<file path="config.mk">
export PLATFORM = sky130hd
export DESIGN_NAME = dqs_delay_window_training_unit_flat
export DESIGN_NICKNAME = d
export VERILOG_FILES = /design/src/hw/rtl/dqs_dwt_pkg.sv /design/src/hw/rtl/dqs_dwt_in_if.sv /design/src/hw/rtl/dqs_dwt_out_if.sv /design/src/hw/rtl/dqs_delay_window_training_unit.sv /design/src/flat_wrapper.sv
export VERILOG_INCLUDE_DIRS = /design/src /design/src/hw/rtl
export SDC_FILE = /design/constraint.sdc
export NUM_CORES = 1
export LEC_CHECK = 0
export ABC_AREA = 1
export BUFFER_PORTS_ARGS = -buffer_cell sky130_fd_sc_hd__buf_2
export CORE_MARGIN = 2
export CORE_UTILIZATION = 30
export DETAILED_ROUTE_END_ITERATION = 12
export PLACE_DENSITY = 0.52
export SLEW_MARGIN = 0
export SYNTH_ARGS = -nofsm -noshare
export SYNTH_HDL_FRONTEND = slang
export SYNTH_SLANG_ARGS = --single-unit
</file>
<file path="constraint.sdc">
create_clock -name i_clk -period 6.5 [get_ports i_clk]
set_clock_uncertainty 0.2 [all_clocks]
set_input_delay 0 -clock i_clk [delete_from_list [all_inputs] [get_ports i_clk]]
set_output_delay 0 -clock i_clk [all_outputs]
set_load 0.01 [all_outputs]
</file>
<file path="src/hw/rtl/dqs_delay_window_training_unit_macros.svh">
// Assertion macros shared by the DQS delay window training RTL.
// No dependencies; include by bare file name where assertions are written.
`ifndef DQS_DELAY_WINDOW_TRAINING_UNIT_MACROS_SVH
`define DQS_DELAY_WINDOW_TRAINING_UNIT_MACROS_SVH

// Same-cycle implication, disabled while reset is held.
`define DWT_ASSERT_NOW(lbl, clk, rstn, ante, cons) \
    lbl: assert property (@(posedge clk) disable iff (!(rstn)) (ante) |-> (cons)) \
        else $error("dwt assertion failed");

// Next-cycle implication, disabled while reset is held.
`define DWT_ASSERT_NEXT(lbl, clk, rstn, ante, cons) \
    lbl: assert property (@(posedge clk) disable iff (!(rstn)) (ante) |=> (cons)) \
        else $error("dwt assertion failed");

`endif

</file>
<file path="src/hw/rtl/dqs_dwt_pkg.sv">
// Package for the DQS delay window training unit: codes, patterns, result type.
// No dependencies.
package dqs_dwt_pkg;

    localparam logic [31:0] PAT_EDGE  = {16'hffff, 16'h0};
    localparam logic [31:0] PAT_CHECK = {16'h5a5a, 16'ha5a5};

    localparam logic [1:0] PH_READ   = 2'd0;
    localparam logic [1:0] PH_WRITE  = 2'd1;
    localparam logic [1:0] PH_VERIFY = 2'd2;
    localparam logic [1:0] PH_DONE   = 2'd3;

    localparam logic KIND_START = 1'b0;
    localparam logic KIND_WORD  = 1'b1;

    localparam logic [1:0] IDX_LAST = 2'd3;

    localparam logic CFG_DELAY_STEP = 1'b0;
    localparam logic CFG_SCAN_LIMIT = 1'b1;

    localparam logic [7:0] DELAY_STEP_RST = 8'd2;
    localparam logic [7:0] SCAN_LIMIT_RST = 8'h80;

    typedef struct packed {
        logic [31:0] delay_word;
        logic        pattern_swap;
        logic [1:0]  phase;
        logic [7:0]  read_delay_final;
        logic [7:0]  write_delay_final;
        logic        verify_failed;
        logic        done_res;
    } t_result;

    // Expected read-back word for a position; the order flips with the toggle.
    function automatic logic [31:0] expected_word(input logic toggle, input logic [1:0] idx);
        logic upper_half;
        upper_half = idx[1];
        if (toggle) begin
            expected_word = upper_half ? PAT_CHECK : PAT_EDGE;
        end else begin
            expected_word = upper_half ? PAT_EDGE : PAT_CHECK;
        end
    endfunction

    // Window midpoint, sum kept in 9 bits.
    function automatic logic [7:0] midpoint(input logic [7:0] a, input logic [7:0] b);
        logic [8:0] sum;
        sum = {1'b0, a} + {1'b0, b};
        midpoint = sum[8:1];
    endfunction

endpackage

</file>
<file path="src/hw/rtl/dqs_dwt_in_if.sv">
// Input channel of the DQS delay window training unit: start and read-back items.
// No dependencies.
interface dqs_dwt_in_if;
    logic        valid;
    logic        ready;
    logic        kind;
    logic [31:0] register_word;
    logic [31:0] read_data;
    logic [1:0]  word_index;

    modport source (output valid, kind, register_word, read_data, word_index, input ready);
    modport sink   (input valid, kind, register_word, read_data, word_index, output ready);
endinterface

</file>
<file path="src/hw/rtl/dqs_dwt_out_if.sv">
// Result channel of the DQS delay window training unit.
// No dependencies.
interface dqs_dwt_out_if;
    logic        valid;
    logic        ready;
    logic [31:0] delay_word;
    logic        pattern_swap;
    logic [1:0]  phase;
    logic [7:0]  read_delay_final;
    logic [7:0]  write_delay_final;
    logic        verify_failed;
    logic        done_res;

    modport source (output valid, delay_word, pattern_swap, phase, read_delay_final,
                    write_delay_final, verify_failed, done_res, input ready);
    modport sink   (input valid, delay_word, pattern_swap, phase, read_delay_final,
                    write_delay_final, verify_failed, done_res, output ready);
endinterface

</file>
<file path="src/hw/rtl/dqs_delay_window_training_unit.sv">
// Path: an input transfer is captured in the input register, then its result is loaded into the result register.
// Throughput: one item per cycle while the result register is free or being drained; a stalled sink holds the input.
// Items that close no trial (words 0..2, words after done) give no result.
// Reset (i_rst_n low, synchronous): phase read scan, all delays, edges and flags cleared,
// delay_step 2, scan_limit 128; both pipeline registers emptied.
// Depends on dqs_dwt_pkg, dqs_dwt_in_if, dqs_dwt_out_if and the macros header.
`include "dqs_delay_window_training_unit_macros.svh"

module dqs_delay_window_training_unit (
    input  logic              i_clk,
    input  logic              i_rst_n,
    input  logic              i_cfg_we,
    input  logic              i_cfg_idx,
    input  logic [7:0]        i_cfg_data,
    dqs_dwt_in_if.sink        i_in,
    dqs_dwt_out_if.source     o_out
);

    // Configuration registers
    logic [7:0] r_step;
    logic [7:0] r_limit;

    // Input register
    logic        r_in_valid;
    logic        r_in_kind;
    logic [31:0] r_in_reg;
    logic [31:0] r_in_data;
    logic [1:0]  r_in_idx;

    // Training state
    logic [1:0]  r_phase,   n_phase;
    logic        r_toggle,  n_toggle;
    logic        r_found,   n_found;
    logic [7:0]  r_trial,   n_trial;
    logic [7:0]  r_low,     n_low;
    logic [7:0]  r_wdo,     n_wdo;
    logic [15:0] r_other,   n_other;
    logic [7:0]  r_rdc,     n_rdc;
    logic [7:0]  r_wdc,     n_wdc;
    logic        r_mismatch, n_mismatch;

    // Result register
    logic               r_out_valid;
    dqs_dwt_pkg::t_result r_out;

    logic               advance;
    logic               apply;
    logic               c_emit;
    logic               c_done;
    logic [7:0]         c_wr;
    logic [7:0]         c_rd;
    logic               mis_next;
    logic [7:0]         c_upper;
    logic [7:0]         c_mid;
    logic               c_close;
    dqs_dwt_pkg::t_result c_res;

    // The input register moves on whenever the result register is free or being drained.
    assign advance    = !r_out_valid || o_out.ready;
    assign apply      = r_in_valid && advance;
    assign i_in.ready = !r_in_valid || advance;

    // Configuration writes: taken whenever the enable is high.
    always_ff @(posedge i_clk) begin
        if (!i_rst_n) begin
            r_step  <= dqs_dwt_pkg::DELAY_STEP_RST;
            r_limit <= dqs_dwt_pkg::SCAN_LIMIT_RST;
        end else if (i_cfg_we) begin
            case (i_cfg_idx)
                dqs_dwt_pkg::CFG_DELAY_STEP: r_step  <= i_cfg_data;
                dqs_dwt_pkg::CFG_SCAN_LIMIT: r_limit <= i_cfg_data;
                default: ;
            endcase
        end
    end

    // Capture the input transfer.
    always_ff @(posedge i_clk) begin
        if (!i_rst_n) begin
            r_in_valid <= 1'b0;
        end else if (i_in.ready) begin
            r_in_valid <= i_in.valid;
        end
    end

    always_ff @(posedge i_clk) begin
        if (i_in.ready && i_in.valid) begin
            r_in_kind <= i_in.kind;
            r_in_reg  <= i_in.register_word;
            r_in_data <= i_in.read_data;
            r_in_idx  <= i_in.word_index;
        end
    end

    // Shared arithmetic: upper edge is current trial minus step, wrapping at 8 bits.
    assign mis_next = r_mismatch
                    | (r_in_data != dqs_dwt_pkg::expected_word(r_toggle, r_in_idx));
    assign c_upper  = r_trial - r_step;
    assign c_mid    = dqs_dwt_pkg::midpoint(c_upper, r_low);
    assign c_close  = mis_next || (r_trial > r_limit);

    // One item: update the training state and build the result, if any.
    always_comb begin
        n_phase    = r_phase;
        n_toggle   = r_toggle;
        n_found    = r_found;
        n_trial    = r_trial;
        n_low      = r_low;
        n_wdo      = r_wdo;
        n_other    = r_other;
        n_rdc      = r_rdc;
        n_wdc      = r_wdc;
        n_mismatch = r_mismatch;
        c_emit     = 1'b0;
        c_done     = 1'b0;
        c_wr       = r_wdo;
        c_rd       = r_rdc;

        if (apply) begin
            if (r_in_kind == dqs_dwt_pkg::KIND_START) begin
                // Restart from any phase with the captured register word.
                n_wdo      = r_in_reg[15:8];
                n_other    = r_in_reg[31:16];
                n_phase    = dqs_dwt_pkg::PH_READ;
                n_toggle   = 1'b0;
                n_found    = 1'b0;
                n_trial    = 8'd0;
                n_low      = 8'd0;
                n_rdc      = 8'd0;
                n_wdc      = 8'd0;
                n_mismatch = 1'b0;
                c_emit     = 1'b1;
                c_wr       = r_in_reg[15:8];
                c_rd       = 8'd0;
            end else if (r_phase != dqs_dwt_pkg::PH_DONE) begin
                n_mismatch = mis_next;
                if (r_in_idx == dqs_dwt_pkg::IDX_LAST) begin
                    c_emit = 1'b1;
                    case (r_phase)
                        dqs_dwt_pkg::PH_READ: begin
                            n_toggle   = ~r_toggle;
                            n_mismatch = 1'b0;
                            if (r_found && c_close) begin
                                // Upper edge reached: fix the read delay, start the write scan.
                                n_rdc   = c_mid;
                                n_phase = dqs_dwt_pkg::PH_WRITE;
                                n_found = 1'b0;
                                n_trial = r_wdo;
                                c_wr    = r_wdo;
                                c_rd    = c_mid;
                            end else begin
                                if (!r_found && !mis_next) begin
                                    n_low   = r_trial;
                                    n_found = 1'b1;
                                end
                                n_trial = r_trial + r_step;
                                c_wr    = r_wdo;
                                c_rd    = r_trial + r_step;
                            end
                        end
                        dqs_dwt_pkg::PH_WRITE: begin
                            n_mismatch = 1'b0;
                            if (!r_found) begin
                                // Downward scan, saturating at 0.
                                n_toggle = ~r_toggle;
                                if (mis_next || (r_trial == 8'd0)) begin
                                    n_low   = r_trial;
                                    n_found = 1'b1;
                                    n_trial = r_wdo;
                                end else if (r_trial <= r_step) begin
                                    n_trial = 8'd0;
                                end else begin
                                    n_trial = r_trial - r_step;
                                end
                                c_wr = n_trial;
                            end else if (c_close) begin
                                // Hold the pattern order for the verify trial.
                                n_wdc   = c_mid;
                                n_phase = dqs_dwt_pkg::PH_VERIFY;
                                c_wr    = c_mid;
                            end else begin
                                n_toggle = ~r_toggle;
                                n_trial  = r_trial + r_step;
                                c_wr     = r_trial + r_step;
                            end
                            c_rd = r_rdc;
                        end
                        dqs_dwt_pkg::PH_VERIFY: begin
                            n_phase = dqs_dwt_pkg::PH_DONE;
                            c_done  = 1'b1;
                            c_wr    = r_wdc;
                            c_rd    = r_rdc;
                        end
                        default: begin
                            c_emit = 1'b0;
                        end
                    endcase
                end
            end
        end

        c_res.delay_word        = {n_other, c_wr, c_rd};
        c_res.pattern_swap      = n_toggle;
        c_res.phase             = n_phase;
        c_res.read_delay_final  = n_rdc;
        c_res.write_delay_final = n_wdc;
        c_res.verify_failed     = c_done && n_mismatch;
        c_res.done_res          = c_done;
    end

    // Training state registers.
    always_ff @(posedge i_clk) begin
        if (!i_rst_n) begin
            r_phase    <= dqs_dwt_pkg::PH_READ;
            r_toggle   <= 1'b0;
            r_found    <= 1'b0;
            r_trial    <= 8'd0;
            r_low      <= 8'd0;
            r_wdo      <= 8'd0;
            r_other    <= 16'd0;
            r_rdc      <= 8'd0;
            r_wdc      <= 8'd0;
            r_mismatch <= 1'b0;
        end else begin
            r_phase    <= n_phase;
            r_toggle   <= n_toggle;
            r_found    <= n_found;
            r_trial    <= n_trial;
            r_low      <= n_low;
            r_wdo      <= n_wdo;
            r_other    <= n_other;
            r_rdc      <= n_rdc;
            r_wdc      <= n_wdc;
            r_mismatch <= n_mismatch;
        end
    end

    // Result register: load on advance, hold while the sink stalls.
    always_ff @(posedge i_clk) begin
        if (!i_rst_n) begin
            r_out_valid <= 1'b0;
        end else if (advance) begin
            r_out_valid <= apply && c_emit;
        end
    end

    always_ff @(posedge i_clk) begin
        if (advance && c_emit) begin
            r_out <= c_res;
        end
    end

    assign o_out.valid             = r_out_valid;
    assign o_out.delay_word        = r_out.delay_word;
    assign o_out.pattern_swap      = r_out.pattern_swap;
    assign o_out.phase             = r_out.phase;
    assign o_out.read_delay_final  = r_out.read_delay_final;
    assign o_out.write_delay_final = r_out.write_delay_final;
    assign o_out.verify_failed     = r_out.verify_failed;
    assign o_out.done_res          = r_out.done_res;

    // Assertions
    `DWT_ASSERT_NOW(a_done_phase, i_clk, i_rst_n,
        r_out_valid && r_out.done_res, r_out.phase == dqs_dwt_pkg::PH_DONE)
    `DWT_ASSERT_NOW(a_fail_only_done, i_clk, i_rst_n,
        r_out_valid && r_out.verify_failed, r_out.done_res)
    `DWT_ASSERT_NOW(a_read_scan_no_choice, i_clk, i_rst_n,
        r_out_valid && (r_out.phase == dqs_dwt_pkg::PH_READ), r_out.read_delay_final == 8'd0)
    `DWT_ASSERT_NEXT(a_done_sticky, i_clk, i_rst_n,
        (r_phase == dqs_dwt_pkg::PH_DONE)
            && !(r_in_valid && (r_in_kind == dqs_dwt_pkg::KIND_START)),
        r_phase == dqs_dwt_pkg::PH_DONE)

endmodule
</file>
<file path="src/flat_wrapper.sv">
// flat-port wrapper written by rule: the top's interface ports become plain ports
module dqs_delay_window_training_unit_flat 
  (i_clk, i_rst_n, i_cfg_we, i_cfg_idx, i_cfg_data, i_in_valid, i_in_kind, i_in_register_word, i_in_read_data, i_in_word_index, i_in_ready, o_out_valid, o_out_delay_word, o_out_pattern_swap, o_out_phase, o_out_read_delay_final, o_out_write_delay_final, o_out_verify_failed, o_out_done_res, o_out_ready);
  dqs_dwt_in_if i_in_i ();
  dqs_dwt_out_if o_out_i ();
  input  logic i_clk;
  input  logic i_rst_n;
  input  logic i_cfg_we;
  input  logic i_cfg_idx;
  input  logic [7:0] i_cfg_data;
  input wire logic [$bits(i_in_i.valid)-1:0] i_in_valid;
  input wire logic [$bits(i_in_i.kind)-1:0] i_in_kind;
  input wire logic [$bits(i_in_i.register_word)-1:0] i_in_register_word;
  input wire logic [$bits(i_in_i.read_data)-1:0] i_in_read_data;
  input wire logic [$bits(i_in_i.word_index)-1:0] i_in_word_index;
  output wire logic [$bits(i_in_i.ready)-1:0] i_in_ready;
  output wire logic [$bits(o_out_i.valid)-1:0] o_out_valid;
  output wire logic [$bits(o_out_i.delay_word)-1:0] o_out_delay_word;
  output wire logic [$bits(o_out_i.pattern_swap)-1:0] o_out_pattern_swap;
  output wire logic [$bits(o_out_i.phase)-1:0] o_out_phase;
  output wire logic [$bits(o_out_i.read_delay_final)-1:0] o_out_read_delay_final;
  output wire logic [$bits(o_out_i.write_delay_final)-1:0] o_out_write_delay_final;
  output wire logic [$bits(o_out_i.verify_failed)-1:0] o_out_verify_failed;
  output wire logic [$bits(o_out_i.done_res)-1:0] o_out_done_res;
  input wire logic [$bits(o_out_i.ready)-1:0] o_out_ready;
  assign i_in_i.valid = i_in_valid;
  assign i_in_i.kind = i_in_kind;
  assign i_in_i.register_word = i_in_register_word;
  assign i_in_i.read_data = i_in_read_data;
  assign i_in_i.word_index = i_in_word_index;
  assign i_in_ready = i_in_i.ready;
  assign o_out_valid = o_out_i.valid;
  assign o_out_delay_word = o_out_i.delay_word;
  assign o_out_pattern_swap = o_out_i.pattern_swap;
  assign o_out_phase = o_out_i.phase;
  assign o_out_read_delay_final = o_out_i.read_delay_final;
  assign o_out_write_delay_final = o_out_i.write_delay_final;
  assign o_out_verify_failed = o_out_i.verify_failed;
  assign o_out_done_res = o_out_i.done_res;
  assign o_out_i.ready = o_out_ready;
  dqs_delay_window_training_unit u_core (.i_clk(i_clk), .i_rst_n(i_rst_n), .i_cfg_we(i_cfg_we), .i_cfg_idx(i_cfg_idx), .i_cfg_data(i_cfg_data), .i_in(i_in_i), .o_out(o_out_i));
endmodule
</file>
# [After elaboration in Yosys (flattened, before gate mapping)]
# Cells that the tools add are included.
# Widths: inputs -> output; s select.
[classes] n_lt_le_gt_ge=2 n_addsub=3 mux=86 n_reduce_logical=25 eq_ne=14 bitwise_logic=4
[op_table] operator="$mux 8" count=40
[op_table] operator="$mux 32" count=3
[op_table] operator="$pmux 8 s2" count=3
[op_table] operator="$mux 16" count=2
[op_table] operator="$ne 32x32->1" count=1
[op_table] operator="$mux 1" count=28
[op_table] operator="$ne 3x3->1 const B" count=5
[op_table] operator="$mux 2" count=7
[op_table] operator="$reduce_and 5->1" count=2
[op_table] operator="$add 8x8->9" count=1
[op_table] operator="$add 8x8->8" count=1
[op_table] operator="$gt 8x8->1" count=1
[op_table] operator="$le 8x8->1" count=1
[op_table] operator="$logic_not 8->1" count=1
[op_table] operator="$ne 4x4->1 const B" count=2
[op_table] operator="$reduce_and 8->1" count=1
[op_table] operator="$sub 8x8->8" count=1
[op_table] operator="$logic_and 1x1->1" count=7
[op_table] operator="$ne 2x2->1 const B" count=3
[op_table] operator="$pmux 2 s3" count=1
[op_table] operator="$reduce_and 2->1" count=3
[op_table] operator="$eq 2x2->1 const B" count=2
[op_table] operator="$logic_not 1->1" count=4
[op_table] operator="$logic_or 1x1->1" count=4
[op_table] operator="7 further kinds" count=10
[totals] inputBits=81 output_inout_bits=55 reg_bits=199

# [Logic depth before layout (Yosys ltp)]
[logic_depth] depth_word=12 depth_mapped=21 depth_no_buf=20

# [Least setup slack after synthesis]
# Ideal clock, no wire load.
[synth_path] path_type="reg2reg" start="register u_core.r_out_valid, in the netlist u_core.o_out.valid" end="register u_core.r_out, in the netlist u_core.o_out.delay_word[0], enable pin" period_less_slack_ps=3264 required_ps=5683 path_stages_with_launch=8 t_arrival_ps=2447 setup_time_ps=617 slack_ps=3236 cell_sequence="dfxtp_1 > nand2_1 > nand2_1 > nor2_1 > inv_1 > clkbuf_1 > clkbuf_1 > nand2_1"
[synth_via] elab_chain_len=5
[synth_lines] element="start: declaration" line_no="dqs_delay_window_training_unit.sv:43" text="logic r_out_valid;"
[synth_lines] element="start signal: assignment" line_no="dqs_delay_window_training_unit.sv:243" text="r_out_valid <= apply && c_emit;"
[synth_lines] element="$logic_not 1->1 *" line_no="dqs_delay_window_training_unit.sv:59" text="assign advance = !r_out_valid || o_out.ready;"
[synth_lines] element="$logic_or 1x1->1 *" line_no="dqs_delay_window_training_unit.sv:59"
[synth_lines] element="$logic_and 1x1->1" line_no="dqs_delay_window_training_unit.sv:60" text="assign apply = r_in_valid && advance;"
[synth_lines] element="$mux 1" line_no="dqs_delay_window_training_unit.sv:119" text="if (apply) begin"
[synth_lines] element="$logic_and 1x1->1 *" line_no="dqs_delay_window_training_unit.sv:248" text="if (advance && c_emit) begin"
[synth_lines] element="end signal: assignment" line_no="dqs_delay_window_training_unit.sv:249" text="r_out <= c_res;"
[synth_lines] element="end: declaration" line_no="dqs_delay_window_training_unit.sv:44" text="dqs_dwt_pkg::t_result r_out;"
# Mark *: on every way between the ends. The rest lies on a longest branch, timed or not.
# A chain may end at the register's enable or synchronous reset.

==> impl_metrics.yaml <==
routing:
  wl_met3_um: 1330
  num_vias: 8353
  topRoutingLayerUsed: "met4"
  first_pass_iters: 7
  drt_iter0_markers: 593
  wl_met1_um: 12800
  wl_per_cell_um: 14.8
  routed_wl_um: 26700
  drcViolationCount: 0
  viasPerCell: 4.62
  wl_met2_um: 12200
  ant_nets: 0
power_and_ir_drop:
  cellLeakagePower_nw: 5.37
  p_per_area_nw_per_um2: 233
  vdd_drop_max_mv: 0.179
finish:
  ff_latch_area_um2: 4940
  nFillCells: 3354
  layout-drive-gt1-share_pct: 16.5
  multi_input_area_um2: 4190
  syn2layout_area_growth_pct: 26.0
  fin_nets: 1472
  instances_no_fill: 1808
  fin_util_pct: 38.2
  diodes: 0
clock_tree:
  cts_made_buffers: 17
  cts-resized-gates: 0
  clk_latency_ps: 440
  cts_root_buf: "clkbuf_16"
  cts_tree: "built"
  clockBufferDepth: 2
  clkTransAtPathRegs_ps: 70
  post_cts_buffers: 0
  h-tree-depth: 4
  cts_hold_buf: 87
  cts_sinks: 191
sta:
  rsz0062_at_grt: "no"
  timing.slew.headroom_pct: 45.6
  hold_violations: 0
  max_slew.worst_pin.slew_ps: 816
  finalSetupViolCount: 0
  min_period_ps: 3950
  finalCritPeriodShare_pct: 60.7
  slew_viol_final: 0
  holdWs_ps: 64.5
  tns_ps: 0
  clock.fmax_ghz: 0.253
die:
  io_pins: 136
  rows: 66
  die_x_um: 185
  die_h_um: 185
  coreArea_um2: 32400
  floorplan.initialDensity_pct: 30.3
  fp.dieArea_um2: 34200
setup_path:
  critPathArrivalTime_ps: 3940
  path_max_fanout: 5
  r2r_slack_ps: 2550
  worstSetupEndpointType: "register"
  critPathLaunchType: "register"
  cp.required_ps: 6490
  crit_type: "reg -> reg"
global_routing:
  grt_max_degree: 62
  grt_pass1_wl_um: 42900
  grt_pass1_vias: 8081
  grt_use_total_pct: 16.2
  overflow: 0
  antenna_found_initial: 0
job:
  maxCapViolations: 0
placement:
  place_inst: 1689
  hpwl_um: 18700
  gp_congestion: 0.924
  port_buffers: 127
worst_hold_path:
  worst_hold_path_type: "in -> reg"
logic_synthesis:
  async_flop_share_pct: 0
  yosysSeqAreaShare_pct: 50.3
  synth_flop_cell: "edfxtp_1"
  syn_area_per_cell_um2: 8.51
  netlist_area_um2: 9820
  ys_ff_latch: 191
  synth-edff-count: 112
  syn_inst: 1154
  yosys_warnings: 0
  syn-num-nets: 1273
  yosysUniqueCellTypes: 46
outcome:
  status: "complete, no violations"
-- report_power, final --
group	leakage (nW)	internal [mW]	switching [mW]
logic	3.33	0.144	0.235
registers	1.73	1.34	0.0278
clock network	0.308	0.631	0.502
-- synth_stat cells, types with 4 or more instances --
library cell / number / share of area (%)
a21o_1: 4 / 0.31
xor2_1: 10 / 0.89
nand2_1: 309 / 12
nor3_1: 5 / 0.25
nor2_8: 5 / 1.0
nand2_2: 9 / 0.57
a31oi_1: 4 / 0.25
inv_2: 4 / 0.15
nand3_1: 63 / 3.2
o21ai_2: 7 / 0.62
o211ai_1: 15 / 1.1
a21oi_1: 121 / 6.2
nor2_1: 82 / 3.1
o21ai_0: 34 / 1.7
inv_1: 123 / 4.7
o21ai_1: 5 / 0.25
nor2_2: 14 / 0.89
nand4_1: 23 / 1.5
clkbuf_1: 28 / 1.1
a211oi_1: 16 / 1.2
dfxtp_1: 79 / 16
buf_2: 8 / 0.41
edfxtp_1: 112 / 34
ha_1: 35 / 4.5
-- per-stage QoR --
stage	setup WS (ps)	power (mW)	cell area, µm²
final	2550	2.88	12400
after floorplan	3240	1.61	9820
after CTS	2630	2.91	12400
after detailed placement	2640	1.73	10900
after global routing	2330	3.02	12400
after global placement	2650	1.73	10900
-- critical path: stages, from the launching register on --
cell and delay, ps:
dfxtp_1 340, inv_1 130, ha_1 160, inv_1 80
fa_1 480, xor2_1 230, ha_1 410, nand2_1 60
o21ai_0 380, nand4_1 170, nand3_1 110, nand4_1 350
or2_2 440, nand3_1 100, nand2_1 70
-- logic make-up after synthesis --
logic type,Yosys count,synth area share (%)
AOI/OAI and AO/OA,216,12.6
buffers and inverters,172,7.01
xor gates and xnor gates,13,1.16
and+or+nand+nor,524,23.8
adders and majority gates,38,5.07
DFF,191,50.3
-- path summary, 6_finish.rpt --
check,from,end,depth (start not counted)
max,u_core.r_trial[0]$_SDFFE_PN0P_,u_core.o_out.read_delay_final[6]$_DFFE_PP_,14
max reg2reg,u_core.r_trial[0]$_SDFFE_PN0P_,u_core.o_out.read_delay_final[6]$_DFFE_PP_,14
min reg2reg,u_core.r_limit[3]$_SDFFE_PN0P_,u_core.r_limit[3]$_SDFFE_PN0P_,2
min,i_in_read_data[17],u_core.r_in_data[17]$_DFFE_PP_,2
-- routing by layer --
layer | up-vias | GRT usage, %
met5 | - | 0
li1 | 4249 | -
met4 | 0 | 4.70
met3 | 21 | 3.05
met1 | 3866 | 22.4
met2 | 217 | 25.7
-- layout by cell type, fill, tap and decap left out, types with 4 or more instances in the layout --
master         count
buf_4              7
buf_2            127
inv_2              6
o211ai_1          15
nor2_8             5
a21oi_1          121
o21ai_0           34
inv_6              4
edfxtp_1         112
o21ai_2            7
o21ai_1            5
nor2_2            15
xor2_1            10
a31oi_1            4
a21o_1             4
nor2_1            81
inv_1            121
dfxtp_1           79
dlygate4sd3_1     87
nand2_2           10
clkbuf_16         17
ha_1              35
nand4_1           23
nand2_1          308
nor3_1             5
nand3_1           63
a211oi_1          16
-- cell type report --
class	count	area share (%)
inverter	131	4.01
tap	442	4.47
clock buffer	18	3.55
sequential	191	39.9
clock inverter	14	1.56
timing repair buffer	221	12.6
multi-input combinational	791	33.9
(Power assumes the default switching activity.)
